File: src/rtl/core/spi_cfs_pkg.sv
// ----------------------------------------------------------------------------
// spi_cfs_pkg
// shared types and constants for the spi command frame slave
// ----------------------------------------------------------------------------
`default_nettype none

package spi_cfs_pkg;

    localparam int unsigned ByteW    = 8;
    localparam int unsigned EventW   = 2;
    localparam int unsigned NumArgs  = 4;
    localparam int unsigned InDataW  = 16;
    localparam int unsigned OutDataW = 56;
    localparam int unsigned OutUserW = 2;

    localparam logic [ByteW-1:0] StartByteReset = 8'h00;
    localparam logic [ByteW-1:0] TxIdleByte     = 8'h00;
    localparam logic [ByteW-1:0] TxMarkerByte   = 8'hFF;

    typedef enum logic [EventW-1:0] {
        EV_RX_BYTE    = 2'd0,
        EV_DESELECT   = 2'd1,
        EV_TAKE_FRAME = 2'd2,
        EV_SET_REPLY  = 2'd3
    } event_t;

    typedef logic [ByteW-1:0] byte_t;

endpackage : spi_cfs_pkg

`default_nettype wire

File: src/rtl/core/spi_command_frame_slave.sv
// ----------------------------------------------------------------------------
// spi_command_frame_slave
// frame engine for an spi slave: checks request frames, serves replies
// ----------------------------------------------------------------------------
// s_ channel: one event beat each; tuser holds the event kind, tdata the
//   received byte and the host reply byte.
// m_ channel: one result beat for every event beat, in order, holding the
//   loaded transmit byte, the taken frame and the led state.
// cfg_ channel: writes the start byte, always ready; the user must write it
//   only while idle, as the block does not enforce it. A result is in the
//   output register in the cycle after its event beat is taken; one event
//   per cycle when not stalled, state update and checksum accumulation being
//   a single registered step. stall: the output register holds its beat while
//   m_tready is low; s_tready stays high as long as that register is empty
//   or being emptied, so a stalled receiver holds off at most one further beat.
// reset: phase returns to idle, led off, start byte 0x00, no result pending.
// frame and reply stores are not reset; they are always written before use.
// ----------------------------------------------------------------------------
`default_nettype none

module spi_command_frame_slave (
    input  wire logic                               aclk,
    input  wire logic                               aresetn,
    // configuration
    input  wire logic                               cfg_valid,
    output logic                                    cfg_ready,
    input  wire logic [spi_cfs_pkg::ByteW-1:0]      cfg_data,
    // event channel
    input  wire logic                               s_tvalid,
    output logic                                    s_tready,
    // rx_byte, reply_byte
    input  wire logic [spi_cfs_pkg::InDataW-1:0]    s_tdata,
    // command
    input  wire logic [spi_cfs_pkg::EventW-1:0]     s_tuser,
    // result channel
    output logic                                    m_tvalid,
    input  wire logic                               m_tready,
    // tx_byte, frame_command, frame_arg_one .. frame_arg_four, led_on, zero pad
    output logic [spi_cfs_pkg::OutDataW-1:0]        m_tdata,
    // tx_loaded, frame_valid
    output logic [spi_cfs_pkg::OutUserW-1:0]        m_tuser
);
    import spi_cfs_pkg::*;

    typedef enum logic [3:0] {
        PH_IDLE      = 4'd0,
        PH_COMMAND   = 4'd1,
        PH_ARG_ONE   = 4'd2,
        PH_ARG_TWO   = 4'd3,
        PH_ARG_THREE = 4'd4,
        PH_ARG_FOUR  = 4'd5,
        PH_CHECKSUM  = 4'd6,
        PH_WAITING   = 4'd7,
        PH_REPLY     = 4'd8,
        PH_TX_START  = 4'd9,
        PH_TX_MARKER = 4'd10,
        PH_TX_REPLY  = 4'd11,
        PH_TX_SUM    = 4'd12
    } phase_t;

    phase_t phase_reg, phase_next;
    logic   led_reg, led_next;
    byte_t  start_reg;
    byte_t  cmd_reg, cmd_next;
    byte_t  arg_reg [NumArgs];
    byte_t  arg_next [NumArgs];
    byte_t  sum_reg, sum_next;
    byte_t  chk_reg, chk_next;
    byte_t  reply_reg, reply_next;

    logic                    out_valid_reg;
    logic [OutDataW-1:0]     out_data_reg, out_data_next;
    logic [OutUserW-1:0]     out_user_reg, out_user_next;

    event_t ev;
    byte_t  rx;
    byte_t  rep;
    logic   accept;
    logic   tx_loaded;
    byte_t  tx_byte;
    logic   frame_valid;

    assign cfg_ready = 1'b1;
    assign s_tready  = !out_valid_reg || m_tready;
    assign accept    = s_tvalid && s_tready;
    assign ev        = event_t'(s_tuser);
    assign rx        = s_tdata[ByteW-1:0];
    assign rep       = s_tdata[2*ByteW-1:ByteW];

    assign m_tvalid = out_valid_reg;
    assign m_tdata  = out_data_reg;
    assign m_tuser  = out_user_reg;

    always_comb begin
        phase_next  = phase_reg;
        led_next    = led_reg;
        cmd_next    = cmd_reg;
        arg_next    = arg_reg;
        sum_next    = sum_reg;
        chk_next    = chk_reg;
        reply_next  = reply_reg;
        tx_loaded   = 1'b0;
        tx_byte     = TxIdleByte;
        frame_valid = 1'b0;

        case (ev)
            EV_RX_BYTE: begin
                tx_loaded = 1'b1;
                case (phase_reg)
                    PH_IDLE: begin
                        if (rx == start_reg) begin
                            phase_next = PH_COMMAND;
                        end
                    end
                    PH_COMMAND: begin
                        cmd_next   = rx;
                        sum_next   = rx;
                        phase_next = PH_ARG_ONE;
                    end
                    PH_ARG_ONE: begin
                        arg_next[0] = rx;
                        sum_next    = sum_reg + rx;
                        phase_next  = PH_ARG_TWO;
                    end
                    PH_ARG_TWO: begin
                        arg_next[1] = rx;
                        sum_next    = sum_reg + rx;
                        phase_next  = PH_ARG_THREE;
                    end
                    PH_ARG_THREE: begin
                        arg_next[2] = rx;
                        sum_next    = sum_reg + rx;
                        phase_next  = PH_ARG_FOUR;
                    end
                    PH_ARG_FOUR: begin
                        arg_next[3] = rx;
                        sum_next    = sum_reg + rx;
                        phase_next  = PH_CHECKSUM;
                    end
                    PH_CHECKSUM: begin
                        if (rx == sum_reg) begin
                            chk_next   = rx;
                            led_next   = 1'b1;
                            phase_next = PH_WAITING;
                        end else begin
                            led_next   = 1'b0;
                            phase_next = PH_IDLE;
                        end
                    end
                    PH_WAITING, PH_REPLY: begin
                        phase_next = phase_reg;
                    end
                    PH_TX_START: begin
                        tx_byte    = start_reg;
                        phase_next = PH_TX_MARKER;
                    end
                    PH_TX_MARKER: begin
                        tx_byte    = TxMarkerByte;
                        phase_next = PH_TX_REPLY;
                    end
                    PH_TX_REPLY: begin
                        tx_byte    = reply_reg;
                        phase_next = PH_TX_SUM;
                    end
                    PH_TX_SUM: begin
                        tx_byte    = chk_reg + reply_reg;
                        phase_next = PH_IDLE;
                    end
                    default: begin
                        phase_next = PH_IDLE;
                    end
                endcase
            end
            EV_DESELECT: begin
                phase_next = PH_IDLE;
            end
            EV_TAKE_FRAME: begin
                if (phase_reg == PH_WAITING) begin
                    frame_valid = 1'b1;
                    phase_next  = PH_REPLY;
                end
            end
            EV_SET_REPLY: begin
                if (phase_reg == PH_REPLY) begin
                    reply_next = rep;
                    phase_next = PH_TX_START;
                end
            end
            default: begin
                phase_next = phase_reg;
            end
        endcase

        out_user_next = {frame_valid, tx_loaded};
        out_data_next = '0;
        out_data_next[ByteW-1:0] = tx_byte;
        if (frame_valid) begin
            out_data_next[2*ByteW-1:ByteW]   = cmd_reg;
            out_data_next[3*ByteW-1:2*ByteW] = arg_reg[0];
            out_data_next[4*ByteW-1:3*ByteW] = arg_reg[1];
            out_data_next[5*ByteW-1:4*ByteW] = arg_reg[2];
            out_data_next[6*ByteW-1:5*ByteW] = arg_reg[3];
        end
        out_data_next[6*ByteW] = led_next;
    end

    always_ff @(posedge aclk) begin
        if (!aresetn) begin
            phase_reg     <= PH_IDLE;
            led_reg       <= 1'b0;
            start_reg     <= StartByteReset;
            out_valid_reg <= 1'b0;
        end else begin
            if (cfg_valid && cfg_ready) begin
                start_reg <= cfg_data;
            end
            if (accept) begin
                phase_reg     <= phase_next;
                led_reg       <= led_next;
                out_valid_reg <= 1'b1;
            end else if (m_tready) begin
                out_valid_reg <= 1'b0;
            end
        end
    end

    // payload, no reset
    always_ff @(posedge aclk) begin
        if (accept) begin
            cmd_reg      <= cmd_next;
            arg_reg      <= arg_next;
            sum_reg      <= sum_next;
            chk_reg      <= chk_next;
            reply_reg    <= reply_next;
            out_data_reg <= out_data_next;
            out_user_reg <= out_user_next;
        end
    end

endmodule : spi_command_frame_slave

`default_nettype wire
File: config.mk
export PLATFORM = sky130hd
export DESIGN_NAME = spi_command_frame_slave
export DESIGN_NICKNAME = d
export VERILOG_FILES = /design/src/rtl/core/spi_cfs_pkg.sv /design/src/rtl/core/spi_command_frame_slave.sv
export SDC_FILE = /design/constraint.sdc
export NUM_CORES = 1
export LEC_CHECK = 0
export CAP_MARGIN = 20
export CORE_MARGIN = 2
export CORE_UTILIZATION = 63
export DETAILED_ROUTE_END_ITERATION = 8
export DONT_BUFFER_PORTS = 1
export GPL_TIMING_DRIVEN = 1
export PLACE_DENSITY_LB_ADDON = 0.05
export SYNTH_ARGS = -nofsm -noshare
export SYNTH_HDL_FRONTEND = slang
export SYNTH_SLANG_ARGS = --single-unit
export TNS_END_PERCENT = 100
File: constraint.sdc
create_clock -name aclk -period 4.1 [get_ports aclk]
set_input_delay 0.615 -clock aclk [delete_from_list [all_inputs] [get_ports aclk]]
set_output_delay 0.615 -clock aclk [all_outputs]
set_load 0.03 [all_outputs]
==> results of run 1 <==
cell families after synthesis:
family                   count (synthesis)  share of synthesized area
AO/OA/AOI/OAI                           70                    0.09043
XOR/XNOR                                19                    0.02933
adder cells (fa/ha/maj)                 16                    0.03794
buffers and inverters                   33                    0.03330
flip-flops                             129                     0.6581
multiplexers                            10                    0.01787
other                                    2                   0.001324
AND/OR/NAND/NOR                        140                     0.1317
worst paths after layout:
| path | endpoint | cells after the start |
|---|---|---|
| hold / removal | reply_reg[3] | 0 |
| setup / recovery | arg_reg[7] | 5 |
| hold reg to reg | m_tdata[47] | 1 |
| setup reg to reg | arg_reg[7] | 5 |
cells in the final DEF, fill, tap and decap left out, drive strengths merged, types with 7 or more instances in the layout:
cell	n
a21oi	12
and2	40
buf	9
clkbuf	18
conb	8
dfxtp	14
edfxtp	115
ha	14
inv	15
mux2i	9
nand2	21
nand2b	8
nand3	7
nor2	31
nor3	12
o21ai	20
xor2	15
where the power goes:
part	total (uW)	leakage [uW]	internal, uW	switching [uW]
Sequential	1530	0.00121	1470	69.3
Clock	1630	0.000314	1060	563
Combinational	118	0.000784	40.7	77.3
through the flow:
stage	total power (uW)	setup slack [ps]
after global placement	1675	1317
after floorplan	1663	471.6
after detailed placement	1678	1230
final	3278	1412
after CTS	3293	1419
after global routing	3369	1239
area by class of cell:
class	count	area share
multi-input cells	263	0.2775
repair buffers	9	0.01055
clock buffers	18	0.06523
well taps	108	0.02109
clock inverters	14	0.03574
flip-flops and latches	129	0.5828
inverters	12	0.007031
per-layer routing:
metal | wire length [um] | global-route usage | up-vias | part of all wire
li1 | - | - | 1566 | -
met1 | 4564 | 0.3040 | 1551 | 0.43
met2 | 5054 | 0.3508 | 150 | 0.48
met3 | 708 | 0.08085 | 16 | 0.067
met4 | 212 | 0.07903 | 0 | 0.020
met5 | 0 | 0 | - | 0
==> flow_summary.json, run 1 <==
{
  "largest_reg_flops": 49,
  "syn_avg_cell_area_sq_um": 13.54,
  "status": "completed",
  "worstSetupStartpointType": "register",
  "setup_viol": 0,
  "powerDensity_nw_per_um2": 511.6,
  "dieArea_sq_um": 9779,
  "instances_no_fill": 553,
  "grt_pass1_wl_mm": 16.44,
  "ys_top_cells_by_count": "edfxtp_1, and2_1, nor2_1",
  "crit_required_ps": 4240,
  "clock_path_buffers": 2,
  "postCtsSetupBuffers": 0,
  "async_flop_share": 0,
  "grt_util_all_layers": 0.2277,
  "coreArea_sq_um": 8721,
  "drt-initial-drc-count": 189,
  "fillers": 565,
  "clk_latency_ps": 510,
  "ys_ff_latch": 129,
  "grt_max_degree": 42,
  "irDropWorstVdd_mv": 0.3618,
  "initial_utilization": 0.6505,
  "cpLargestDelayFamily": "simple AND/OR/NAND/NOR gates",
  "root_buffer": "clkbuf_8",
  "die_x_um": 98.89,
  "cp-end-kind": "register",
  "synth_edf_count": 115,
  "slew_viol_final": 0,
  "r2r_setup_slack_ps": 1410,
  "ys_types": 58,
  "wire_per_inst_um": 19.06,
  "hold_class": "input pin to register",
  "vias": 3283,
  "synth.top_cell.area_share": 0.6087,
  "crit_arrival_ps": 2830,
  "finalNetCount": 479,
  "fmax_mhz": 372.0,
  "dp_hpwl_mm": 6.904,
  "cts_buffers": 17,
  "reg2reg_from": "m_tvalid",
  "cap_violations": 0,
  "yosysSeqAreaShare": 0.6581,
  "area_delta_synth_final_pct": 12.92,
  "seq_area_sq_um": 3734,
  "viasPerCell": 5.937,
  "synth_area_sq_um": 5673,
  "place.gp.congestion": 0.9201,
  "final.setup.tns_ps": 0,
  "skew_ps": 7.362,
  "critPathLaunch": "m_tvalid",
  "cts_tree": "built",
  "multi_input_area_sq_um": 1778,
  "first_global_vias": 3096,
  "max_slew_margin": 0.5203,
  "cts_sinks": 129,
  "cts_resized": 0,
  "final_util": 0.7346,
  "wirelength_mm": 10.54,
  "ys_warn_count": 0,
  "timing.final.crit_share": 0.6556,
  "yosysMostFrequentCell": "edfxtp_1",
  "drc": 0,
  "ys.flop_type": "edfxtp_1",
  "antenna_found_initial": 0,
  "drive_gt1_frac": 0.1191,
  "worstMarginPinSlew_ps": 718.5,
  "synthesis.instances": 419,
  "min_from": "s_tdata[11]",
  "report.final.hold_viol_count": 0,
  "crit_fanout": 25,
  "cp_num_buf_inv": 1,
  "min_period_ps": 2688,
  "path_class": "register to register",
  "design_area_sq_um": 6406,
  "drtPass1Iterations": 5,
  "crit_chain": "nand2b_1, nand2_1, inv_2, nand3_1, nor2_1",
  "portBuffers": 0,
  "placed_cells": 521,
  "place_area_sq_um": 5759,
  "rows": 34,
  "path_clk_slew_ps": 60,
  "ctsHoldBuffers": 0,
  "rsz0062_at_grt": "no",
  "yosysTopAreaCell": "edfxtp_1",
  "holdWs_ps": 196.1,
  "die_h_um": 98.89,
  "gr-total-overflow": 0,
  "max_stage_delay_ps": 580,
  "ant_nets": 0,
  "slowest_stage": "nor2_1",
  "leakage_uw": 0.002305,
  "synthTopCellsByArea": "edfxtp_1, dfxtp_1, and2_1",
  "n_antenna_cell": 0,
  "h-tree-depth": 4,
  "ios": 92
}
No activity file was read; power rests on OpenSTA's default activity.
==> run 2, diff against run 1 <==
Settings changed: CORE_UTILIZATION 63 to 57.
Clock period 4.1 ns to 2.4 ns, I/O delays scaled along.
==> run 2 against run 1 <==
  * Clock power up 51%
  * Non-clock buffer count increased by 42
  * Final cell count rose by 12%
  * First-iteration DRC count decreased by 3.2%
  * Global-route usage increased by 0.42 points
  * Routed wire length increased by 12%
  * Clock skew up 1.8 ps
  * Via count is 5.3% higher
  * Sequential power up 71%
  * Count of clock-buffer cells in the layout is 1 lower
  * Fmax up 19%
  * Setup slack worse by 1300 ps
  * Highest routed layer unchanged
==> flow_summary.json, run 2 (synthesized netlist as in run 1, its figures left out) <==
{
  "status": "completed",
  "cts_sinks": 129,
  "slowest_stage": "or4_1",
  "leakage_uw": 0.002457,
  "rsz0062_at_grt": "no",
  "seq_power_share": 0.486,
  "drt-initial-drc-count": 183,
  "grt_util_all_layers": 0.2320,
  "dieArea_sq_um": 10770,
  "coreArea_sq_um": 9729,
  "setup_viol": 0,
  "dp_hpwl_mm": 7.185,
  "die_h_um": 103.8,
  "cp_num_buf_inv": 0,
  "largest_reg_flops": 49,
  "cts_buffers": 17,
  "drive_gt1_frac": 0.1499,
  "report.final.hold_viol_count": 0,
  "root_buffer": "clkbuf_8",
  "path_class": "register to register",
  "ios": 92,
  "grt_pass1_wl_mm": 18.49,
  "initial_utilization": 0.5831,
  "n_antenna_cell": 0,
  "rows": 36,
  "cts_tree": "built",
  "wire_per_inst_um": 19.04,
  "swShare": 0.2364,
  "min_period_ps": 2253,
  "slew_viol_final": 0,
  "irDropWorstVdd_mv": 0.4250,
  "portBuffers": 0,
  "crit_required_ps": 2760,
  "crit_arrival_ps": 2610,
  "area_delta_synth_final_pct": 20.82,
  "cap_violations": 0,
  "clk_latency_ps": 520,
  "drc": 0,
  "timing.final.crit_share": 0.9386,
  "place.gp.congestion": 0.8588,
  "crit_fanout": 2,
  "ant_nets": 0,
  "final.setup.tns_ps": 0,
  "cpLargestDelayFamily": "adder cells",
  "max_slew_margin": 0.6369,
  "clock_path_buffers": 2,
  "p_clk_frac": 0.458,
  "vias": 3458,
  "crit_chain": "ha_1, fa_1, a21o_1, a21oi_2, nor2b_1, or4_1, a31oi_1",
  "path_clk_slew_ps": 60,
  "die_x_um": 103.8,
  "wirelength_mm": 11.81,
  "internal-power_uw": 4109,
  "p_comb_frac": 0.056,
  "h-tree-depth": 4,
  "hold_class": "input pin to register",
  "layout_common_cells": "edfxtp_1, and2_1, dlygate4sd3_1, nor2_1, o21ai_0",
  "max_stage_delay_ps": 480,
  "finalNetCount": 521,
  "gr-total-overflow": 0,
  "cp-end-kind": "register",
  "powerDensity_nw_per_um2": 785.2,
  "skew_ps": 9.177,
  "grt_max_degree": 42,
  "fmax_mhz": 443.9,
  "p_sw_uw": 1272,
  "first_global_vias": 3335,
  "worstMarginPinSlew_ps": 542.8,
  "viasPerCell": 5.577,
  "drtPass1Iterations": 5,
  "postCtsSetupBuffers": 0,
  "worstSetupStartpointType": "register",
  "final_common_cell": "edfxtp_1",
  "antenna_found_initial": 0,
  "power_uw": 5382
}
run 2: changes by cell type in the layout (fill, tap and decap cells not counted), sizes merged:
cell	previous run	this run
inv	15	14
clkinvlp	1	5
bufinv	5	2
dlygate4sd3	0	34
clkbuf	18	17
buf	9	17
clkinv	5	6
run 2: final cells by class:
class / instances / area (sq um)
flip-flops and latches: 129 / 3734
well taps: 133 / 166.4
clock inverters: 15 / 160.2
clock buffers: 17 / 414.1
inverters: 12 / 48.80
repair buffers: 51 / 467.9
multi-input cells: 263 / 1863
fillers: 705 / 2875
run 2: final timing paths:
| path | startpoint | end | slack (ps) | cells past startpoint |
|---|---|---|---|---|
| max reg2reg | reply_reg[0] | m_tdata[6] | 150 | 7 |
| max | reply_reg[0] | m_tdata[6] | 150 | 7 |
| min reg2reg | arg_reg[14] | m_tdata[38] | 510 | 1 |
| min | aresetn | phase_reg[1] | 20 | 2 |
run 2: power by group through the flow:
stage	logic, uW	registers, uW	clock network [uW]
floorplan	199	2650	0
global placement	224	2660	0
detailed placement	226	2660	0
CTS	298	2610	2490
global route	329	2620	2610
finish	303	2610	2460
run 2: worst reg2reg max path: stages, from the launching register on:
cell and delay [ps]:
edfxtp_1 390, ha_1 220, fa_1 400, a21o_1 190, a21oi_2 180, nor2b_1 70
or4_1 480, a31oi_1 180
run 2: routing by layer:
layer  vias up  part of all wire  routed length [um]  track usage
met2       131              0.50                5880       0.3827
met4         0             0.020                 238      0.09073
met3        20             0.055                 652      0.06042
met5         -                 0                   0            0
li1       1651                 -                   -            -
met1      1656              0.43                5035       0.2957
run 2: per-stage QoR:
step / setup WS [ps] / utilization / cells / area (sq um) / hold WS (ps)
2_1_floorplan: 22.87 / - / 425 / 5781 / 458.9
3_3_place_gp: 198.2 / 0.6101 / 554 / 5936 / 458.9
3_5_place_dp: 143.9 / 0.6101 / 554 / 5936 / 458.9
4_1_cts: 135.6 / 0.7041 / 620 / 6850 / 3.264
5_1_grt: 30.88 / 0.7045 / 620 / 6854 / 25.75
6_report: 147.4 / 0.7045 / 620 / 6854 / 22.04
run 2: timing repair:
action                                 CTS  global route
setup endpoints to repair                0             3
gates resized for setup                  0             3
endpoints found under the hold margin   70             0
hold buffers                            34             0
